[src/rtl/core/ltcu_pkg.sv]
// Package: widths, codes and pipeline payload types of the loop trip count unit.
package ltcu_pkg;

    localparam int VALUE_WIDTH_DEF = 32;
    localparam int DATA_W          = 32;
    localparam int STEP_W          = 33;
    localparam int ACT_W           = 3;
    localparam int ST_W            = 3;

    // Status codes
    localparam logic [ST_W-1:0] ST_OK          = 3'd0;
    localparam logic [ST_W-1:0] ST_STEP_ZERO   = 3'd1;
    localparam logic [ST_W-1:0] ST_DIRECTION   = 3'd2;
    localparam logic [ST_W-1:0] ST_UNSUPPORTED = 3'd3;
    localparam logic [ST_W-1:0] ST_OVERFLOW    = 3'd4;

    // Sideband that rides along the divider chain
    typedef struct packed {
        logic [ST_W-1:0]   status;
        logic              runs;
        logic              strict;
        logic              neg;
        logic              start_fit;
        logic [DATA_W-1:0] limit;
        logic [STEP_W-1:0] mag;
    } ltcu_side_t;

    // Divider state: partial remainder and dividend/quotient shift word
    typedef struct packed {
        logic [STEP_W-1:0] rem;
        logic [DATA_W-1:0] dq;
    } ltcu_div_t;

endpackage

[src/rtl/core/ltcu_prep.sv]
// Front stage: checks the request, forms distance and step magnitude.
module ltcu_prep import ltcu_pkg::*; #(
    parameter int VALUE_WIDTH = VALUE_WIDTH_DEF
) (
    input  logic                     aclk,
    input  logic                     aresetn,
    input  logic                     en,
    input  logic                     in_valid,
    input  logic signed [DATA_W-1:0] start_value,
    input  logic signed [DATA_W-1:0] limit_value,
    input  logic signed [STEP_W-1:0] step_amount,
    input  logic [ACT_W-1:0]         action,
    output logic                     out_valid,
    output ltcu_side_t               side_out,
    output ltcu_div_t                div_out
);

    logic              valid_reg;
    ltcu_side_t        side_reg, side_next;
    ltcu_div_t         div_reg, div_next;
    logic [DATA_W:0]   diff;
    logic [DATA_W-1:0] start_hi;

    always_comb begin
        side_next.neg = step_amount[STEP_W-1];
        side_next.mag = side_next.neg ? (~step_amount + STEP_W'(1)) : step_amount;
        side_next.strict = ~action[0];
        side_next.limit = limit_value;

        // Distance toward the bound, one bit wider than the operands
        if (action[1]) begin
            diff = {start_value[DATA_W-1], start_value} - {limit_value[DATA_W-1], limit_value};
        end else begin
            diff = {limit_value[DATA_W-1], limit_value} - {start_value[DATA_W-1], start_value};
        end
        side_next.runs = !diff[DATA_W] && (!side_next.strict || (diff != '0));

        start_hi = DATA_W'($signed(start_value) >>> (VALUE_WIDTH - 1));
        side_next.start_fit = (start_hi == '0) || (start_hi == '1);

        if (step_amount == '0) begin
            side_next.status = ST_STEP_ZERO;
        end else if (action[2]) begin
            side_next.status = ST_UNSUPPORTED;
        end else if (action[1] != side_next.neg) begin
            side_next.status = ST_DIRECTION;
        end else begin
            side_next.status = ST_OK;
        end

        div_next.rem = '0;
        div_next.dq  = diff[DATA_W-1:0];
    end

    always_ff @(posedge aclk) begin
        if (!aresetn) begin
            valid_reg <= 1'b0;
        end else if (en) begin
            valid_reg <= in_valid;
            side_reg  <= side_next;
            div_reg   <= div_next;
        end
    end

    assign out_valid = valid_reg;
    assign side_out  = side_reg;
    assign div_out   = div_reg;

endmodule

[config.mk]
export PLATFORM = sky130hd
export DESIGN_NAME = ltcu_prep
export DESIGN_NICKNAME = d
export VERILOG_FILES = /design/src/rtl/core/ltcu_pkg.sv /design/src/rtl/core/ltcu_prep.sv
export SDC_FILE = /design/constraint.sdc
export NUM_CORES = 1
export LEC_CHECK = 0
export BUFFER_PORTS_ARGS = -buffer_cell sky130_fd_sc_hd__buf_4
export CAP_MARGIN = 20
export CORE_MARGIN = 4
export CORE_UTILIZATION = 45
export DETAILED_ROUTE_END_ITERATION = 10
export PLACE_DENSITY = 0.8
export REMOVE_ABC_BUFFERS = 1
export SYNTH_ARGS = -nofsm -noshare
export SYNTH_HDL_FRONTEND = slang
export SYNTH_SLANG_ARGS = --single-unit
export TNS_END_PERCENT = 5
[constraint.sdc]
create_clock -name aclk -period 8.69 [get_ports aclk]
set_input_delay 0 -clock aclk [delete_from_list [all_inputs] [get_ports aclk]]
set_output_delay 0 -clock aclk [all_outputs]
set_load 0.01 [all_outputs]
==> flow_metrics.py <==
metrics = {
    "status": {
        "status": "finished clean",
    },
    "synthesis": {
        "synth.yosys.warnings": 0,
        "syn_area_um2": 7870,
        "avgSynthCellArea_um2": 9.50,
        "ys.flop_type": "edfxtp_1",
        "synth-edff-count": 102,
        "synthArstFlopShare_pct": 0,
        "netlist_instances": 828,
        "ys_ff_latch": 103,
        "synth.distinct_cells": 67,
        "ys_seq_area_share_pct": 39.2,
    },
    "finish": {
        "drive_gt1_share_pct": 22.9,
        "multi_input_area_um2": 4180,
        "final_cells": 1307,
        "area_growth_pct": 31.6,
        "design_area_um2": 10400,
        "antenna_cells": 0,
        "area.sequential_um2": 3080,
        "fillers": 1463,
        "post-route-util_pct": 60.1,
        "finalNetCount": 1251,
    },
    "critical_path": {
        "path_depth": 15,
        "cp_slowest_stage_delay_ps": 540,
        "cp-end-kind": "register",
        "start_kind": "input pin",
        "crit_buf_inv": 3,
        "crit_chain": "dlygate4sd3_1 -> buf_4 -> inv_1 -> ha_1 -> fa_1 -> nand2b_1 -> a21oi_1 -> nor3_2 -> o21ai_1 -> a41oi_1 -> and3_1 -> or4_1 -> or4_1 -> nor4_2 -> a21oi_1",
        "crit_required_ps": 8790,
        "worstPathMaxFanout": 4,
        "path_class": "input pin to register",
        "r2r.worst_path.cells": 3,
        "critPathSlowestCell": "dlygate4sd3_1",
        "arrival_ps": 3690,
        "crit_family": "simple AND/OR/NAND/NOR gates",
    },
    "floorplanning": {
        "fp-row-count": 48,
        "dieArea_um2": 19700,
        "ios": 242,
        "die_y_um": 140,
        "die-width_um": 140,
        "core_um2": 17200,
        "start_util_pct": 45.7,
    },
    "clocking": {
        "clkSinkCount": 103,
        "cts_setup_buffers": 0,
        "clockBufferDepth": 2,
        "htreeDepth": 3,
        "root_buffer": "clkbuf_16",
        "path_clk_slew_ps": 70,
        "cts_tree": "built",
        "cts_buffers": 9,
        "clk_latency_ps": 350,
    },
    "drt": {
        "routed_wl_mm": 22.4,
        "viasPerCell": 5.36,
        "routedWlPerCell_um": 17.2,
        "route.antenna.remaining_nets": 0,
        "drc": 0,
        "dr.pass1.iters": 5,
        "vias": 7008,
        "drt_iter0_markers": 530,
    },
    "place": {
        "gp_congestion": 0.937,
        "placed_cells": 1225,
        "io_buffers": 206,
        "dpl.hpwl_mm": 17.2,
        "dpl_cell_area_um2": 9380,
    },
    "sta": {
        "timing.final.crit_share_pct": 41.3,
        "worst_slew_pin_slew_ps": 843,
        "rsz0062_at_grt": "false",
        "skew_ps": 0,
        "worst_hold_slack_ps": 44.2,
        "slew_headroom_pct": 43.8,
        "final.min_clock_period_ps": 3580,
        "fmax_mhz": 279,
        "finalSetupViolCount": 0,
        "maxSlewViolCount": 0,
        "setup-tns-final_ps": 0,
        "hold_violations": 0,
    },
    "worst_hold_path": {
        "hold_depth": 2,
        "hold_path.class": "input pin to register",
    },
    "grt": {
        "first_global_vias": 6873,
        "antenna_found_initial": 0,
        "grt_usage_pct": 22.3,
        "grt_overflow": 0,
        "grt_pass1_wl_mm": 35.3,
        "grt_max_degree": 66,
    },
    "job": {
        "maxCapViolCount": 0,
    },
    "power": {
        "ir_drop_mv": 0.0974,
        "power.density_nw_per_um2": 149,
        "power_leakage_uw": 0.00445,
    },
}
-- synthesized netlist by cell type, types with 9 or more instances --
cell type  instances  share of area [%]
a21o_1            10               0.95
nand2_1           52                2.5
nor3_1            18                1.1
nor2b_1           11               0.87
a21oi_1           77                4.9
edfxtp_1         102                 39
o211ai_1           9               0.86
inv_1             74                3.5
xnor2_1           44                4.9
a211oi_1          11                1.0
nand3_1            9               0.57
buf_4             37                3.5
ha_1              68                 11
nand4_1           11               0.87
o21a_1             9               0.86
clkbuf_1          12               0.57
o21ai_0           57                3.6
nor2_1            44                2.1
o31ai_1           15                1.4
or4_1              9               0.86
xor2_1            17                1.9
buf_2             11               0.70
-- stage by stage --
stage / power [uW] / worst slack (ps)
5_1_grt: 1620 / 4940
2_1_floorplan: 886 / 5730
3_5_place_dp: 1080 / 5210
3_3_place_gp: 1080 / 5280
6_report: 1540 / 5110
4_1_cts: 1540 / 5130
-- cells in the final DEF, fill, tap and decap left out, types with 3 or more instances in the layout --
cell type,count
buf_4,207
edfxtp_1,102
a21oi_1,77
inv_1,74
ha_1,68
dlygate4sd3_1,66
o21ai_0,57
nand2_1,52
nor2_1,44
xnor2_1,44
conb_1,35
nor3_1,18
xor2_1,17
o31ai_1,15
nor2b_1,11
nand4_1,11
a211oi_1,11
a21o_1,10
or4_1,9
nand3_1,9
o211ai_1,9
o21a_1,9
clkbuf_16,9
nand2b_1,8
o21ai_1,8
mux2i_1,8
a22oi_1,7
or3_1,6
and2_1,5
o22ai_1,4
nand3b_1,4
nor4_1,3
nand2_2,3
o211a_1,3
and3_1,3
a31oi_1,3
o32ai_1,3
mux2_2,3
o41ai_1,3
-- power breakdown --
group,switching (uW),internal [uW]
clock network,202,236
registers,13.8,604
logic,274,208
-- cells by family after synthesis --
kind of cell | synth area share [%]
multiplexers | 1.45
AND/OR/NAND/NOR | 12.8
XOR/XNOR | 6.79
AO/OA/AOI/OAI | 19.0
other | 0.0954
adder cells (fa/ha/maj) | 11.3
buffers and inverters | 9.33
flip-flops | 39.2
-- state kept, by name, indices dropped and copies added (netlist names) --
name,flops
side_out,70
div_out,32
out_valid,1
-- repair_timing --
action	4_1_cts	5_1_grt
resized for setup	0	0
setup endpoints to repair	0	0
hold buffers	66	0
hold endpoints to repair	65	0
-- cell type report --
class / count / area share (%)
inverters: 75 / 2.72
repair buffers: 273 / 21.4
clock inverters: 6 / 0.725
clock buffers: 10 / 2.31
well taps: 225 / 2.72
flip-flops and latches: 103 / 29.8
multi-input cells: 615 / 40.4
-- final timing paths --
path | from | end | slack (ps)
min reg2reg | out_valid | out_valid | 1110
min | step_amount[15] | side_out[15] | 40
max | limit_value[0] | side_out[68] | 5110
max reg2reg | out_valid | out_valid | 7520
-- layer usage --
metal,up-vias,global-route usage (%),part of all wire [%]
li1,3410,-,-
met1,3237,29.4,42
met2,330,37.5,47
met3,31,4.51,8.8
met4,0,5.81,1.9
met5,-,0,0
-- worst reg2reg max path, stage by stage, from the launching register on --
cell	delay, ps
dfxtp_1	320
mux2i_1	120
nor2b_1	60
dlygate4sd3_1	560
Note: power is estimated with default switching activity, not from simulation.
