$ cat src/rtl/core/ltcu_pkg.sv
// Package: widths, codes and pipeline payload types of the loop trip count unit.
package ltcu_pkg;

    localparam int VALUE_WIDTH_DEF = 32;
    localparam int DATA_W          = 32;
    localparam int STEP_W          = 33;
    localparam int ACT_W           = 3;
    localparam int ST_W            = 3;

    // Status codes
    localparam logic [ST_W-1:0] ST_OK          = 3'd0;
    localparam logic [ST_W-1:0] ST_STEP_ZERO   = 3'd1;
    localparam logic [ST_W-1:0] ST_DIRECTION   = 3'd2;
    localparam logic [ST_W-1:0] ST_UNSUPPORTED = 3'd3;
    localparam logic [ST_W-1:0] ST_OVERFLOW    = 3'd4;

    // Sideband that rides along the divider chain
    typedef struct packed {
        logic [ST_W-1:0]   status;
        logic              runs;
        logic              strict;
        logic              neg;
        logic              start_fit;
        logic [DATA_W-1:0] limit;
        logic [STEP_W-1:0] mag;
    } ltcu_side_t;

    // Divider state: partial remainder and dividend/quotient shift word
    typedef struct packed {
        logic [STEP_W-1:0] rem;
        logic [DATA_W-1:0] dq;
    } ltcu_div_t;

endpackage

$ cat src/rtl/core/ltcu_div_cell.sv
// Divider cell: resolves one quotient bit and hands the item to the next cell.
module ltcu_div_cell import ltcu_pkg::*; (
    input  logic       aclk,
    input  logic       aresetn,
    input  logic       en,
    input  logic       in_valid,
    input  ltcu_side_t side_in,
    input  ltcu_div_t  div_in,
    output logic       out_valid,
    output ltcu_side_t side_out,
    output ltcu_div_t  div_out
);

    logic              valid_reg;
    ltcu_side_t        side_reg;
    ltcu_div_t         div_reg, div_next;
    logic [STEP_W:0]   trial;
    logic [STEP_W:0]   trial_sub;
    logic              take;

    always_comb begin
        // Shift the next dividend bit into the remainder, subtract if it fits
        trial     = {div_in.rem, div_in.dq[DATA_W-1]};
        trial_sub = trial - {1'b0, side_in.mag};
        take      = trial >= {1'b0, side_in.mag};
        div_next.rem = take ? trial_sub[STEP_W-1:0] : trial[STEP_W-1:0];
        div_next.dq  = {div_in.dq[DATA_W-2:0], take};
    end

    always_ff @(posedge aclk) begin
        if (!aresetn) begin
            valid_reg <= 1'b0;
        end else if (en) begin
            valid_reg <= in_valid;
            side_reg  <= side_in;
            div_reg   <= div_next;
        end
    end

    assign out_valid = valid_reg;
    assign side_out  = side_reg;
    assign div_out   = div_reg;

endmodule

$ cat config.mk
export PLATFORM = sky130hd
export DESIGN_NAME = ltcu_div_cell
export DESIGN_NICKNAME = d
export VERILOG_FILES = /design/src/rtl/core/ltcu_pkg.sv /design/src/rtl/core/ltcu_div_cell.sv
export SDC_FILE = /design/constraint.sdc
export NUM_CORES = 1
export LEC_CHECK = 0
export BUFFER_PORTS_ARGS = -buffer_cell sky130_fd_sc_hd__buf_2
export CAP_MARGIN = 20
export CORE_AREA = 3 3 133 135
export DETAILED_ROUTE_END_ITERATION = 8
export DIE_AREA = 0 0 136 138
export PLACE_DENSITY = 0.71
export RECOVER_POWER = 25
export SLEW_MARGIN = 20
export SYNTH_ARGS = -nofsm -noshare
export SYNTH_HDL_FRONTEND = slang
export SYNTH_SLANG_ARGS = --single-unit
$ cat constraint.sdc
create_clock -name aclk -period 4.62 [get_ports aclk]
set_clock_uncertainty 0.1 [all_clocks]
set_input_delay 0.924 -clock aclk [delete_from_list [all_inputs] [get_ports aclk]]
set_output_delay 0.924 -clock aclk [all_outputs]
set_load 0.02 [all_outputs]
==> flow_summary.json, run 1 <==
{
  "post_route_cells_drive_above_1_share_pct": 38.5,
  "dp_slack_ns": 0.605,
  "cpMostUsedCell": "inv_1",
  "cp.arrival_ns": 3.68,
  "netlist_instances": 523,
  "setup_tns_ns": 0,
  "grt_pass1_vias": 5130,
  "end_kind": "register",
  "route.detailed.drc": 0,
  "drt_iter0_drc": 292,
  "drv_cap": 0,
  "irDropWorstVdd_uv": 255,
  "worstSetupPathType": "input pin to register",
  "routedWlPerCell_um": 17.7,
  "switching_share_pct": 29.3,
  "die_x_um": 136,
  "seqPwrFrac_pct": 43.6,
  "final_common_cell": "buf_2",
  "nNetsFinal": 980,
  "max_stage_delay_ns": 0.40,
  "antenna_left": 0,
  "power_frac_comb_pct": 19.6,
  "firstDrtPassIters": 4,
  "dpl-instance-area_um2": 8250,
  "period_needed_ns": 3.62,
  "io_buffer_count": 278,
  "rows": 47,
  "n_fill_cell": 1508,
  "syn_avg_cell_area_um2": 12.7,
  "p_sw_uw": 1020,
  "ys_ff_latch": 138,
  "p_per_area_nw_per_um2": 396,
  "drv_slew": 0,
  "cts.reportedPaths.clkPinSlew_ns": 0.07,
  "synth_cell_types": 52,
  "synth_ff_type": "edfxtp_1",
  "initial_core_util_pct": 40.1,
  "clkSinkCount": 138,
  "setup_violations": 0,
  "cts_setup_buffers": 0,
  "hold_viol_final": 0,
  "hpwlAfterDp_um": 14400,
  "gp_congestion": 0.848,
  "grt_max_degree": 79,
  "cts_buffers": 17,
  "regArea_um2": 4130,
  "die_area_um2": 18800,
  "ys_warn_count": 0,
  "period_share_pct": 78.4,
  "antenna_found_initial": 3,
  "coreArea_um2": 16600,
  "viasPerCell": 4.97,
  "worst_pin_slew_ns": 0.833,
  "p_leak_uw": 0.00378,
  "area_growth_pct": 32.1,
  "rsz0062_at_grt": "false",
  "die_h_um": 138,
  "synth-edff-count": 137,
  "slew-limit-headroom_pct": 44.5,
  "cp_cell_sequence": "buf_2 > inv_1 > ha_1 > inv_1 > fa_1 > a21oi_1 > o211ai_1 > a41oi_2 > o31ai_4 > o311ai_4 > nand2_2 > buf_4 > mux2_4",
  "syn_nets": 698,
  "grt-ovfl-total": 0,
  "final_cell_mix": "buf_2, edfxtp_1, a21oi_1",
  "synth_top_area_share_pct": 61.9,
  "synth_area_um2": 6650,
  "num_vias": 5164,
  "multi_input_area_um2": 2260,
  "routed_wl_um": 18400,
  "track_usage_pct": 19.0,
  "ios": 279,
  "grt_pass1_wl_um": 27600,
  "timing.fmax_mhz": 276,
  "crit_fanout": 34,
  "fin_util_pct": 52.9,
  "cp_slowest_cell": "fa_1",
  "setup_ws_ns": 1.00,
  "postLayoutCellArea_um2": 8780,
  "cts_tree": "done",
  "clock-root-buffer": "clkbuf_16",
  "critPathLaunchType": "input pin",
  "hold_path.class": "register to register",
  "synth_top_area_cell": "edfxtp_1",
  "intPower_uw": 2460,
  "async_reset_ff_share_pct": 0,
  "clock_path_buffers": 2,
  "finalPower_uw": 3480,
  "clk_latency_ns": 0.41,
  "clkPwrFrac_pct": 36.8,
  "synth_area_leaders": "edfxtp_1, ha_1, a21oi_1, nor2_1, inv_1",
  "ys_seq_area_share_pct": 62.2,
  "cts_hold_buf": 0,
  "cts_htree_levels": 4,
  "required_ns": 4.68,
  "ctsResizeCount": 0,
  "status": "complete, no violations"
}
## through the flow
| stage | hold WS [ns] | std cells |
|---|---|---|
| CTS | 0.440 | 1038 |
| detailed placement | 0.430 | 1006 |
| global route | 0.469 | 1038 |
| global placement | 0.400 | 1006 |
| floorplan | 0.489 | 523 |
| finish | 0.429 | 1039 |
## per-layer routing
layer / share of wire, % / wire [um] / up-vias / global-route usage, %
met5: 0.18 / 34 / - / 0
met4: 2.3 / 432 / 6 / 7.00
met3: 9.4 / 1730 / 32 / 6.58
met2: 49 / 9060 / 201 / 32.3
met1: 39 / 7170 / 2401 / 22.0
li1: - / - / 2524 / -
## power groups by stage
| stage | clock [uW] | combinational, uW | sequential [uW] |
|---|---|---|---|
| after floorplan | 0 | 324 | 1680 |
| after global placement | 0 | 680 | 1540 |
| after detailed placement | 0 | 687 | 1540 |
| after CTS | 1310 | 690 | 1520 |
| after global routing | 1360 | 743 | 1530 |
| final | 1280 | 683 | 1520 |
## worst max-delay path: cells and delay by family
family,cells,cell delay (ns)
AOI/OAI and AO/OA,5,1.28
muxes,1,0.33
and+or+nand+nor,1,0.10
buffers and inverters,4,0.47
adders and majority gates,2,0.56
## cell families (layout without fill, tap and decap cells)
kind of cell	Yosys count	in the layout	share of synthesized area (%)
flip-flops	138	138	62.2
AO/OA/AOI/OAI	136	136	14.1
AND/OR/NAND/NOR	122	122	8.59
buffers and inverters	60	355	3.84
adder cells (fa/ha/maj)	34	34	6.51
XOR/XNOR	27	27	3.56
multiplexers	6	6	1.22
other	0	1	0
## final timing paths
check                                 from           to  slack, ns  cells after the start
worst max-delay path            div_in[31]  div_out[42]        1.0                     13
worst min-delay path             out_valid    out_valid       0.43                      2
worst max register to register   out_valid    out_valid       3.93                      2
worst min register to register   out_valid    out_valid       0.43                      2
## area by class of cell
| class | count | area share, % |
|---|---|---|
| inverters | 42 | 1.80 |
| well taps | 220 | 3.14 |
| clock buffers | 18 | 4.89 |
| repair buffers | 281 | 15.9 |
| diodes | 1 | 0.0285 |
| clock inverters | 14 | 1.41 |
| multi-input cells | 325 | 25.7 |
| flip-flops and latches | 138 | 47.1 |
## sequential cells by signal, indices dropped and copies added (netlist names)
name       count
out_valid      1
div_out       65
side_out      72
## cell usage after synthesis (4+ instances only)
cell type / count
nor2b_1: 5
nand3_1: 8
a21oi_1: 48
clkbuf_1: 9
ha_1: 33
a211oi_1: 6
nand2_1: 24
mux2_4: 4
a31oi_1: 4
xnor2_1: 16
and2_1: 4
nor2_1: 45
nor3_1: 8
o21ai_0: 21
a211o_1: 5
a21oi_2: 9
xor2_1: 11
or3_1: 4
a21o_1: 13
o21bai_1: 6
edfxtp_1: 137
inv_1: 42
buf_2: 6
nand4_1: 12
and3_1: 5
(Power assumes the default switching activity.)
==> run 2, diff against run 1 <==
- clock period: 4.62 -> 3.1 ns (I/O delays scaled with it)
==> run 2 against run 1 <==
Compared with the run above: critical path type unchanged; combinational power rose by 73%; global-route usage rose by 0.45 points; wire length fell by 0.37%; register-to-register slack got worse by 1.5 ns; count of clock-buffer cells in the layout did not move; non-clock buffer count rose by 89; die area did not move; first-iteration DRC count fell by 7.5%.
==> flow_summary.json, run 2 (synthesized netlist as in run 1, its figures left out) <==
{
  "status": "complete, no violations",
  "hold_viol_final": 0,
  "required_ns": 3.17,
  "firstDrtPassIters": 5,
  "period_share_pct": 94.4,
  "timing.fmax_mhz": 342,
  "cp.depth": 15,
  "end_kind": "register",
  "routedWlPerCell_um": 16.3,
  "final_common_cell": "buf_2",
  "clk_latency_ns": 0.43,
  "grt_max_degree": 41,
  "worst_pin_slew_ns": 0.555,
  "cts_buffers": 17,
  "cts_htree_levels": 4,
  "hold_start": "side_in[59]",
  "gp_congestion": 0.902,
  "dpl-instance-area_um2": 8980,
  "ios": 279,
  "grt_pass1_vias": 5389,
  "viasPerCell": 4.81,
  "n_fill_cell": 1426,
  "initial_core_util_pct": 40.1,
  "die_area_um2": 18800,
  "die_x_um": 136,
  "hpwlAfterDp_um": 14700,
  "whs_ns": 0.265,
  "postLayoutCellArea_um2": 9530,
  "io_buffer_count": 278,
  "cp_cell_sequence": "buf_2 > inv_6 > ha_4 > inv_2 > fa_2 > a21oi_2 > o211ai_1 > a41oi_2 > o31ai_4 > o311ai_4 > nand2_2 > buf_12 > buf_4 > nor2_1 > a21oi_1",
  "cp.arrival_ns": 2.99,
  "p_leak_uw": 0.00424,
  "antenna_left": 0,
  "crit_family": "compound AO/OA/AOI/OAI gates",
  "cts.reportedPaths.clkPinSlew_ns": 0.07,
  "setup_tns_ns": 0,
  "critPathLaunchType": "input pin",
  "route.detailed.drc": 0,
  "r2r_start": "out_valid",
  "post_route_cells_drive_above_1_share_pct": 45.8,
  "max_stage_delay_ns": 0.36,
  "coreArea_um2": 16600,
  "min_to": "side_out[59]",
  "reg2reg_depth": 2,
  "clock-root-buffer": "clkbuf_16",
  "hold_path.class": "input pin to register",
  "nNetsFinal": 1069,
  "num_vias": 5436,
  "track_usage_pct": 19.4,
  "r2r_end": "out_valid",
  "largest_reg_flops": 72,
  "drv_slew": 0,
  "worstSetupPathType": "input pin to register",
  "setup_violations": 0,
  "drv_cap": 0,
  "crit_buf_inv": 5,
  "cp_slowest_cell": "fa_2",
  "period_needed_ns": 2.93,
  "clkSinkCount": 138,
  "p_per_area_nw_per_um2": 561,
  "grt_pass1_wl_um": 28200,
  "cts_hold_buf": 0,
  "final_cells": 1129,
  "area_growth_pct": 43.3,
  "r2r_setup_slack_ns": 2.40,
  "dp.cells": 1095,
  "drt_iter0_drc": 270,
  "cts_tree": "done",
  "routed_wl_um": 18400,
  "antenna_found_initial": 10,
  "rsz0062_at_grt": "false",
  "crit_fanout": 20,
  "clock_path_buffers": 2,
  "die_h_um": 138,
  "rows": 47,
  "slew-limit-headroom_pct": 62.7,
  "whs_path_depth": 1,
  "final_cell_mix": "buf_2, edfxtp_1, buf_4",
  "ctsResizeCount": 0,
  "fin_util_pct": 57.4,
  "grt-ovfl-total": 0,
  "cts_setup_buffers": 0,
  "irDropWorstVdd_uv": 382
}
run 2: where the power goes:
group          switching (uW)  internal, uW
logic                     666           510
clock network             852          1050
registers                30.1          2230
run 2: worst max-delay path by stage:
stage	start	to	slack, ns
2_1_floorplan	div_in[31]	div_out[35]	0.002
3_3_place_gp	div_in[31]	div_out[63]	-0.22
3_5_place_dp	div_in[31]	div_out[47]	-0.25
4_1_cts	div_in[31]	div_out[47]	0.18
5_1_grt	div_in[31]	div_out[49]	0.01
6_report	div_in[31]	div_out[47]	0.17
run 2: worst reg2reg max path, stage by stage (launching register included):
cell and delay, ns:
dfxtp_1 0.31, mux2i_1 0.12, nor2b_1 0.06
run 2: layout make-up:
class | count | area (um^2) | area share (%)
Sequential cell | 138 | 4130 | 43.4
Multi-Input combinational cell | 325 | 2280 | 23.9
Timing Repair Buffer | 370 | 2110 | 22.2
Clock buffer | 18 | 429 | 4.51
Tap cell | 220 | 275 | 2.89
Inverter | 42 | 163 | 1.71
Clock inverter | 14 | 130 | 1.37
Antenna cell | 2 | 5.00 | 0.0525
run 2: metrics by stage:
stage	setup WS (ns)	power, uW
finish	0.172	5340
CTS	0.180	5410
floorplan	0.00243	2980
global route	0.0136	5610
detailed placement	-0.249	3480
global placement	-0.222	3470
run 2: metal layers:
layer	track usage (%)	vias to the layer above	share of wire, %
met1	22.9	2493	40
met3	7.52	42	9.2
li1	-	2706	-
met4	6.15	16	1.8
met5	0	-	0.52
met2	32.6	179	49
