**src/rtl/core/ltcu_pkg.sv**
```systemverilog
// Package: widths, codes and pipeline payload types of the loop trip count unit.
package ltcu_pkg;

    localparam int VALUE_WIDTH_DEF = 32;
    localparam int DATA_W          = 32;
    localparam int STEP_W          = 33;
    localparam int ACT_W           = 3;
    localparam int ST_W            = 3;

    // Status codes
    localparam logic [ST_W-1:0] ST_OK          = 3'd0;
    localparam logic [ST_W-1:0] ST_STEP_ZERO   = 3'd1;
    localparam logic [ST_W-1:0] ST_DIRECTION   = 3'd2;
    localparam logic [ST_W-1:0] ST_UNSUPPORTED = 3'd3;
    localparam logic [ST_W-1:0] ST_OVERFLOW    = 3'd4;

    // Sideband that rides along the divider chain
    typedef struct packed {
        logic [ST_W-1:0]   status;
        logic              runs;
        logic              strict;
        logic              neg;
        logic              start_fit;
        logic [DATA_W-1:0] limit;
        logic [STEP_W-1:0] mag;
    } ltcu_side_t;

    // Divider state: partial remainder and dividend/quotient shift word
    typedef struct packed {
        logic [STEP_W-1:0] rem;
        logic [DATA_W-1:0] dq;
    } ltcu_div_t;

endpackage

```
**src/rtl/core/ltcu_finish.sv**
```systemverilog
// Back end: rounds the quotient into a count and checks the final value range.
module ltcu_finish import ltcu_pkg::*; #(
    parameter int VALUE_WIDTH = VALUE_WIDTH_DEF
) (
    input  logic              aclk,
    input  logic              aresetn,
    input  logic              en,
    input  logic              in_valid,
    input  ltcu_side_t        side_in,
    input  ltcu_div_t         div_in,
    output logic              out_valid,
    output logic [DATA_W-1:0] trip_count,
    output logic [ST_W-1:0]   status
);

    localparam int FIN_W = DATA_W + 3;

    logic              a_valid_reg;
    ltcu_side_t        a_side_reg;
    logic [DATA_W:0]   a_trips_reg, a_trips_next;
    logic [STEP_W-1:0] a_over_reg, a_over_next;
    logic              rem_zero;

    logic              m_valid_reg;
    logic [DATA_W-1:0] trip_count_reg, trip_count_next;
    logic [ST_W-1:0]   status_reg, status_next;
    logic [FIN_W-1:0]  final_val;
    logic [FIN_W-1:0]  final_hi;
    logic              fits;

    // Stage A: count and overshoot past the bound (mag - remainder)
    always_comb begin
        rem_zero = (div_in.rem == '0);
        if (!side_in.runs) begin
            a_trips_next = '0;
            a_over_next  = '0;
        end else if (side_in.strict && rem_zero) begin
            a_trips_next = {1'b0, div_in.dq};
            a_over_next  = '0;
        end else begin
            a_trips_next = {1'b0, div_in.dq} + (DATA_W + 1)'(1);
            a_over_next  = side_in.mag - div_in.rem;
        end
    end

    // Stage B: final value = bound moved on by the overshoot; range check and status
    always_comb begin
        if (a_side_reg.neg) begin
            final_val = {{3{a_side_reg.limit[DATA_W-1]}}, a_side_reg.limit}
                      - {2'b00, a_over_reg};
        end else begin
            final_val = {{3{a_side_reg.limit[DATA_W-1]}}, a_side_reg.limit}
                      + {2'b00, a_over_reg};
        end
        final_hi = FIN_W'($signed(final_val) >>> (VALUE_WIDTH - 1));
        if (!a_side_reg.runs) begin
            fits = a_side_reg.start_fit;
        end else begin
            fits = ((final_hi == '0) || (final_hi == '1)) && !a_trips_reg[DATA_W];
        end

        if (a_side_reg.status != ST_OK) begin
            trip_count_next = '0;
            status_next     = a_side_reg.status;
        end else if (!fits) begin
            trip_count_next = '0;
            status_next     = ST_OVERFLOW;
        end else begin
            trip_count_next = a_trips_reg[DATA_W-1:0];
            status_next     = ST_OK;
        end
    end

    always_ff @(posedge aclk) begin
        if (!aresetn) begin
            a_valid_reg <= 1'b0;
            m_valid_reg <= 1'b0;
        end else if (en) begin
            a_valid_reg    <= in_valid;
            a_side_reg     <= side_in;
            a_trips_reg    <= a_trips_next;
            a_over_reg     <= a_over_next;
            m_valid_reg    <= a_valid_reg;
            trip_count_reg <= trip_count_next;
            status_reg     <= status_next;
        end
    end

    assign out_valid  = m_valid_reg;
    assign trip_count = trip_count_reg;
    assign status     = status_reg;

endmodule

```
**config.mk**
```make
export PLATFORM = sky130hd
export DESIGN_NAME = ltcu_finish
export DESIGN_NICKNAME = d
export VERILOG_FILES = /design/src/rtl/core/ltcu_pkg.sv /design/src/rtl/core/ltcu_finish.sv
export SDC_FILE = /design/constraint.sdc
export NUM_CORES = 1
export LEC_CHECK = 0
export BUFFER_PORTS_ARGS = -buffer_cell sky130_fd_sc_hd__clkbuf_2
export CORE_MARGIN = 2
export CORE_UTILIZATION = 53
export CTS_BUF_LIST = sky130_fd_sc_hd__clkbuf_4 sky130_fd_sc_hd__clkbuf_8
export CTS_CLUSTER_DIAMETER = 120
export DETAILED_ROUTE_END_ITERATION = 6
export HOLD_SLACK_MARGIN = 0.06
export PLACE_DENSITY = 0.84
export SYNTH_ARGS = -nofsm -noshare
export SYNTH_HDL_FRONTEND = slang
export SYNTH_SLANG_ARGS = --single-unit
```
**constraint.sdc**
```tcl
create_clock -name aclk -period 5 [get_ports aclk]
set_clock_uncertainty 0.15 [all_clocks]
set_input_delay 0.5 -clock aclk [delete_from_list [all_inputs] [get_ports aclk]]
set_output_delay 0.5 -clock aclk [all_outputs]
set_load 0.005 [all_outputs]
```
==> results.cfg, run 1 <==
[sta]
finalHoldViolations = 0
setup_tns_ps = -4.21
slew_viol_final = 0
period_share = 1.00
relSlewSlack = 0.408
setup_viol = 1
finalWorstSetupSlack_ps = -4.21
worst_pin_slew_ps = 880
post-route-min-period_ps = 5000
max_freq_ghz = 0.200
rsz0062_at_grt = yes

[global_route]
grt_pass1_wl_um = 34700
antenna_found_initial = 1
grt_max_degree = 55
grtUsageTotal = 0.234
grt_pass1_vias = 7410
overflow = 0

[power]
power_density_nw_per_um2 = 271
power_leakage_nw = 4.99
total_power_mw = 3.16
ir_drop_v = 0.000166

[clock_network]
clkTransAtPathRegs_ps = 80
h-tree-depth = 4
cts_tree = done
clock_latency_ps = 460
cts_num_sinks = 141
cts.path.max_buffers = 2
cts-root-buf = clkbuf_8
cts_buffers = 17

[run]
maxCapViolations = 0

[placed_design]
placement.io_buffers = 176
pre_cts_slack_ps = -50.9
hpwlAfterDp_um = 16500
gp_congestion = 0.896
placed_cell_area_um2 = 10800

[die]
die_x_um = 137
die_area_um2 = 18900
fp-row-count = 48
io_pins = 177
die-height_um = 137
start_util = 0.543
core_area_um2 = 17400

[detailed_routing]
routedWlPerCell_um = 16.0
wirelength_um = 22700
via_count = 7890
vias_per_cell = 5.57
postRouteAntennaNets = 0
drc = 0
drt_iter0_markers = 727
first_pass_iters = 5

[logic_synthesis]
synthFlopType = edfxtp_1
seq_area_frac_synth = 0.447
ys_ff_latch = 141
async_flop_share = 0
synth_edf_count = 139
synth_warnings = 0
synthCells = 931
syn_avg_cell_area_um2 = 10.1
synthesis.nets = 1140
syn-cell-area_um2 = 9430
synth.distinct_cells = 64

[setup_path]
crit_chain = buf_4, nor4b_2, nor2b_2, and2_4, nor2b_4, nand2_2, nor3b_2, nor2_1, xnor2_1, ha_1, and3_4, buf_6, a31oi_1, nand2_1, or3_4, o41ai_4, o211ai_1, o32a_1, a31o_4, buf_12, nor3_2
cp_slowest_stage_delay_ps = 430
criticalPathCategory = register to register
startpoint_type = register
cp_slowest_cell = edfxtp_1
arrival_ps = 5150
crit_required_ps = 5140
crit_fanout = 12
critPathCaptureType = register

[finish]
layout-drive-gt1-share = 0.266
largest_reg_flops = 38
syn_to_final_growth_pct = 23.5
nNetsFinal = 1386
fin_area_um2 = 11600
regArea_um2 = 4210
fillers = 1241
multiInputGateArea_um2 = 4830

[run_status]
status = finished with violations
violations = negative setup slack

[hold_path]
hp-class = primary input to register
-- layer usage --
metal  global-route usage  routed length [um]  up-vias
met5                    0                   0        -
met4               0.0830                 421        0
met3               0.0412                1180       37
met2                0.392               11400      305
met1                0.306                9740     3673
li1                     -                   -     3875
-- per-stage QoR --
step / hold WS, ps / instances / util
3_5_place_dp: 334 / 1345 / 0.621
4_1_cts: 60.4 / 1400 / 0.657
6_report: 78.2 / 1417 / 0.671
3_3_place_gp: 303 / 1345 / 0.621
5_1_grt: 48.2 / 1416 / 0.671
2_1_floorplan: 332 / 931 / -
-- what timing repair did --
item / CTS / global route
hold buffers: 23 / 7
pin swaps: 0 / 15
endpoints found under the setup margin: 32 / 33
buffers inserted: 0 / 8
hold endpoints to repair: 23 / 7
gates resized for setup: 3 / 28
-- Yosys cell counts (7+ instances only) --
library cell	number	area share
inv_1	98	0.039
nand2_1	39	0.016
and2_1	32	0.021
edfxtp_1	139	0.44
o21ai_0	32	0.017
clkbuf_1	23	0.0092
and3_1	13	0.0086
or3_1	9	0.0060
nand3_1	23	0.012
xnor2_1	65	0.060
a21o_1	17	0.014
ha_1	67	0.089
nor3_2	32	0.034
a21boi_0	8	0.0064
nor3_1	21	0.011
xor2_1	18	0.017
a21oi_1	57	0.030
a211oi_1	11	0.0088
o21a_1	7	0.0056
nor4_1	16	0.011
nor2_1	84	0.033
nand4_1	18	0.012
a31oi_1	8	0.0053
nor2b_1	15	0.010
-- path summary, 6_finish.rpt --
path / startpoint / to / slack (ps) / cells past startpoint
setup reg to reg: a_over_reg[1] / trip_count[31] / -4 / 21
setup / recovery: a_over_reg[1] / trip_count[31] / -4 / 21
hold / removal: side_in[46] / a_side_reg[46] / 80 / 1
hold reg to reg: a_side_reg[69] / status[0] / 350 / 0
-- critical path: cells and delay by family, from the launching register on --
kind | cells | cell delay (ps)
buffers and inverters | 3 | 440
XOR/XNOR | 1 | 180
AO/OA/AOI/OAI | 5 | 1200
AND/OR/NAND/NOR | 11 | 2140
flip-flops | 1 | 430
adder cells (fa/ha/maj) | 1 | 290
-- power breakdown --
part | switching, mW | internal (mW)
Clock | 0.462 | 0.449
Combinational | 0.446 | 0.368
Sequential | 0.0439 | 1.39
-- cells by family after synthesis --
group	count (synthesis)	synth area share
multiplexers	4	0.00425
AND/OR/NAND/NOR	328	0.198
flip-flops	141	0.447
buffers and inverters	124	0.0517
AO/OA/AOI/OAI	182	0.130
XOR/XNOR	84	0.0788
adder cells (fa/ha/maj)	68	0.0910
-- placed cells by master, fill, tap and decap left out, types with 8 or more instances in the layout --
master	synthesis	layout
clkbuf_2	0	176
edfxtp_1	139	139
inv_1	98	96
nor2_1	84	82
ha_1	67	66
xnor2_1	65	65
a21oi_1	57	57
buf_4	0	43
nand2_1	39	38
nor3_2	32	30
o21ai_0	32	30
and2_1	32	30
dlygate4sd3_1	0	30
nand3_1	23	23
nor3_1	21	19
xor2_1	18	18
nand4_1	18	18
a21o_1	17	17
clkbuf_8	0	17
nor4_1	16	16
nor2b_1	15	13
and3_1	13	12
a211oi_1	11	11
or3_1	9	9
a31oi_1	8	8
a21boi_0	8	8
-- final cells by class --
class	count	area share
clock inverter	15	0.0137
tap	225	0.0242
timing repair buffer	253	0.134
sequential	141	0.362
clock buffer	17	0.0201
multi-input combinational	666	0.415
inverter	98	0.0316
antenna	2	0.000430
(Power assumes the default switching activity.)
==> inputs of run 2 (changes only) <==
- PLACE_DENSITY: 0.84 -> 0.8
==> run 2 against run 1 <==
- routed wire length decreased by 5.4%
- first-iteration DRC count decreased by 10%
- critical endpoint is now trip_count[17]
- critical path type unchanged
- the run now ends clean
- sequential power about the same
- non-clock buffer count decreased by 2
- sequential share of layout area decreased by 0.40 points
- final cell count decreased by 0.21%
- maximum frequency increased by 0.46%
- hold slack improved by 4.0 ps
- utilization increased by 0.75 points
- global-route usage decreased by 1.0 points
- die area unchanged
- flip-flop and latch count unchanged
==> results.cfg, run 2 (same netlist as run 1, synthesis figures left out) <==
[setup_path]
critPathCaptureType = register
arrival_ps = 5140
cp_slowest_stage_delay_ps = 510
critPathTopFamily = simple AND/OR/NAND/NOR gates
crit_required_ps = 5160
criticalPathCategory = register to register
crit_chain = inv_1, ha_2, or4b_4, nor2_1, nand2_1, buf_4, nor4_1, nor2_1, xnor2_1, ha_1, a21oi_1, o21ai_0, o311ai_2, o41ai_4, nor4_1, o21ai_2, a31o_4, buf_12, nor3_4
crit_fanout = 6
cp_slowest_cell = or4b_4
cp.buffers_inverters = 3
startpoint_type = register

[global_route]
grt_pass1_wl_um = 33200
overflow = 0
grt_pass1_vias = 7208
grt_max_degree = 73
antenna_found_initial = 0
grtUsageTotal = 0.224

[placed_design]
gp_congestion = 0.895
hpwlAfterDp_um = 15900
pre_cts_slack_ps = -3.72
placement.io_buffers = 176

[detailed_routing]
vias_per_cell = 5.49
drt_iter0_markers = 653
postRouteAntennaNets = 0
via_count = 7762
first_pass_iters = 5
routedWlPerCell_um = 15.2
wirelength_um = 21500
drc = 0

[finish]
nNetsFinal = 1385
syn_to_final_growth_pct = 24.9
layout_commonest_cell = clkbuf_2
layout-drive-gt1-share = 0.276
largest_reg_flops = 38
fillers = 1280
fin_util = 0.679
diodes = 0
final_cell_mix = 176 x clkbuf_2, 139 x edfxtp_1, 98 x inv_1

[sta]
finalWorstSetupSlack_ps = 18.5
period_share = 0.996
post-route-min-period_ps = 4980
finalHoldViolations = 0
setup_viol = 0
rsz0062_at_grt = yes
max_freq_ghz = 0.201
relSlewSlack = 0.408
worst_pin_slew_ps = 887
slew_viol_final = 0

[power]
switchingPower_mw = 0.973
swShare = 0.309
power_density_nw_per_um2 = 267
internal-power_mw = 2.17
power_leakage_nw = 5.02
ir_drop_v = 0.000166
comb_power_share = 0.265
pwr-share-clk = 0.280
seqPwrFrac = 0.454

[clock_network]
cts_tree = done
cts_num_sinks = 141
cts-root-buf = clkbuf_8
h-tree-depth = 4
clock_latency_ps = 460
cts_buffers = 17
clkTransAtPathRegs_ps = 90
cts.path.max_buffers = 2

[run]
maxCapViolations = 0

[die]
fp-row-count = 48
start_util = 0.543
core_area_um2 = 17400
die_x_um = 137
die_area_um2 = 18900
io_pins = 177
die-height_um = 137

[run_status]
status = finished, final reports clean

[hold_path]
hp-class = primary input to register
-- run 2: cell type report --
| type | instances | area (um^2) | share of cell area |
|---|---|---|---|
| multi-input combinational | 667 | 4960 | 0.421 |
| timing repair buffer | 251 | 1570 | 0.133 |
| clock inverter | 15 | 148 | 0.0125 |
| clock buffer | 17 | 234 | 0.0199 |
| sequential | 141 | 4210 | 0.358 |
| inverter | 98 | 368 | 0.0312 |
| tap | 225 | 282 | 0.0239 |
-- run 2: metal layers --
metal,GRT usage,wire length (um),share of wire,vias up
li1,-,-,-,3879
met1,0.293,9530,0.44,3587
met2,0.372,10400,0.48,259
met3,0.0342,1040,0.048,37
met4,0.0962,523,0.024,0
met5,0,0,0,-
-- run 2: power groups by stage --
stage               registers, mW  logic (mW)  clock network, mW
global route                 1.44       0.920              0.948
detailed placement           1.45       0.740                  0
global placement             1.45       0.725                  0
CTS                          1.43       0.763              0.898
finish                       1.43       0.835              0.882
floorplan                    1.45       0.512                  0
-- run 2: path summary, 6_finish.rpt --
check                 startpoint             end  slack (ps)  depth (start not counted)
setup / recovery   a_over_reg[0]  trip_count[17]          20                         19
hold / removal       side_in[51]  a_side_reg[51]          80                          1
setup reg to reg   a_over_reg[0]  trip_count[17]          20                         19
hold reg to reg   a_side_reg[70]       status[1]         340                          0
-- run 2: timing repair --
action / CTS / global route
pin swaps: 0 / 30
hold buffers: 28 / 0
endpoints found under the setup margin: 10 / 33
cloned: 0 / 1
gates resized for setup: 3 / 53
buffers inserted: 0 / 6
hold endpoints to repair: 28 / 0
-- run 2: worst reg2reg max path, stage by stage, from the launching register on --
cell and delay [ps]:
edfxtp_1 410, inv_1 80, ha_2 180, or4b_4 510, nor2_1 180, nand2_1 120, buf_4 150, nor4_1 180
nor2_1 90, xnor2_1 250, ha_1 310, a21oi_1 150, o21ai_0 210, o311ai_2 360, o41ai_4 150, nor4_1 490
o21ai_2 180, a31o_4 350, buf_12 160, nor3_4 170
-- run 2: per-stage QoR --
step	std cells	hold WS, ps	total power, mW	setup TNS [ps]	area, um^2
finish	1414	82.2	3.15	0	11800
global route	1414	60.9	3.30	-5630	11800
CTS	1407	61.4	3.09	0	11500
detailed placement	1347	323	2.19	-4.87	10800
global placement	1347	305	2.18	0	10800
floorplan	931	332	1.96	0	9430
==> inputs of run 3 (changes only) <==
- SETUP_SLACK_MARGIN: unset -> 0.1
==> run 3 against run 2 <==
- the run now ends with negative setup slack left
- sequential power barely moved
- routed wire length increased by 3.1%
- critical path depth fell by 1
- clock power grew 3.6%
- first-iteration DRC count is 13% higher
- total power grew 0.52%
- sequential share of layout area up 0.12 points
- flip-flop and latch count unchanged
- critical endpoint is now trip_count[7]
- highest routed layer unchanged
==> results.cfg, run 3 (same netlist as run 1, synthesis figures left out) <==
[die]
start_util = 0.543
die_area_um2 = 18900
die-height_um = 137
fp-row-count = 48
core_area_um2 = 17400
io_pins = 177
die_x_um = 137

[hold_path]
min_from = aresetn
hp-class = primary input to register

[placed_design]
pre_cts_slack_ps = -56.2
gp_congestion = 0.900
placed_cell_area_um2 = 10700
dp.cells = 1332
hpwlAfterDp_um = 15900
placement.io_buffers = 176

[setup_path]
rrSetupSlack_ps = -20
worstReg2RegEnd = trip_count[7]
r2r_cells = 18
reg2reg_from = a_over_reg[1]
critical_path.startpoint = a_over_reg[1]
crit_required_ps = 5180
arrival_ps = 5190
critPathCaptureType = register
criticalPathCategory = register to register
crit_fanout = 7
crit_path_end = trip_count[7]
startpoint_type = register

[finish]
layout-drive-gt1-share = 0.266
fin_util = 0.676
fin_cells = 1414
syn_to_final_growth_pct = 24.5
largest_reg_flops = 38
final_cell_mix = 176 x clkbuf_2, 139 x edfxtp_1, 96 x inv_1
nNetsFinal = 1385
fin_area_um2 = 11700
diodes = 0
layout_commonest_cell = clkbuf_2

[sta]
rsz0062_at_grt = yes
period_share = 1.00
finalWorstSetupSlack_ps = -17.0
setup_viol = 2
max_freq_ghz = 0.199
slew_viol_final = 0
post-route-min-period_ps = 5020
finalHoldViolations = 0
relSlewSlack = 0.345
worst_pin_slew_ps = 983

[power]
ir_drop_v = 0.000175
power_leakage_nw = 5.01
power_density_nw_per_um2 = 269

[global_route]
grt_pass1_vias = 7327
grtUsageTotal = 0.233
overflow = 0
antenna_found_initial = 0
grt_pass1_wl_um = 34500
grt_max_degree = 77

[clock_network]
clock_latency_ps = 480
clkTransAtPathRegs_ps = 100
cts_buffers = 17
cts_tree = done
cts_num_sinks = 141
cts.path.max_buffers = 2
h-tree-depth = 4
cts-root-buf = clkbuf_8

[detailed_routing]
vias_per_cell = 5.57
first_pass_iters = 5
postRouteAntennaNets = 0
drc = 0
wirelength_um = 22200
routedWlPerCell_um = 15.7
via_count = 7883
drt_iter0_markers = 739

[run_status]
violations = negative setup slack
status = finished with violations

[run]
maxCapViolations = 0
## run 3: changes by cell type in the layout (fill, tap and decap cells not counted), moves of 3 or more
cell / delta
dlygate4sd3_1: +9
nor3_2: +6
buf_4: -5
inv_6: -5
nor3_4: -5
o21ai_2: -4
inv_8: +3
o21ai_1: +3
## run 3: through the flow
stage,hold slack (ps),setup TNS [ps],power (mW)
5_1_grt,106,-2170,3.30
6_report,107,-23.6,3.16
3_3_place_gp,302,0,2.16
3_5_place_dp,305,-353,2.18
2_1_floorplan,332,0,1.96
4_1_cts,85.5,0,3.11
## run 3: critical path, stage by stage (launching register included)
cell	delay (ps)
edfxtp_1	450
inv_2	100
ha_4	130
or4b_4	520
nor4_1	270
nor2_1	100
xnor2_1	180
ha_2	230
a2111oi_4	280
o21ai_1	120
o311a_1	430
or3_4	400
o41ai_4	410
buf_4	180
o22ai_2	80
o32a_1	190
a31o_4	290
clkbuf_16	180
nor3_4	200
## run 3: how the worst min path moves through the flow
stage | slack (ps) | endpoint | depth (start not counted)
after floorplan | 330 | a_valid_reg | 2
after global placement | 300 | status[1] | 0
after detailed placement | 310 | status[1] | 0
after CTS | 90 | a_valid_reg | 2
after global routing | 110 | a_valid_reg | 2
final | 110 | out_valid | 2
## run 3: report_power, final
group,internal [mW],total [mW],leakage [nW],switching [mW]
clock network,0.410,0.914,0.191,0.504
logic,0.374,0.819,3.49,0.445
registers,1.39,1.43,1.32,0.0444
total,2.17,3.16,5.01,0.993
## run 3: repair_timing
item | CTS | global route
setup buffers | 3 | 9
gates cloned | 0 | 1
pin swaps | 0 | 26
hold buffers | 37 | 0
hold endpoints to repair | 37 | 0
resized for setup | 3 | 38
setup endpoints to repair | 19 | 33
## run 3: cell type report
type / count / area [um^2]
clock buffer: 17 / 234
clock inverter: 15 / 155
fill: 1279 / 5620
inverter: 98 / 368
multi-input combinational: 666 / 4900
sequential: 141 / 4210
tap: 225 / 282
timing repair buffer: 252 / 1590
## run 3: layer usage
metal / routed length (um) / GRT usage
met5: 0 / 0
met4: 734 / 0.106
met3: 1230 / 0.0368
met2: 10800 / 0.383
met1: 9430 / 0.303
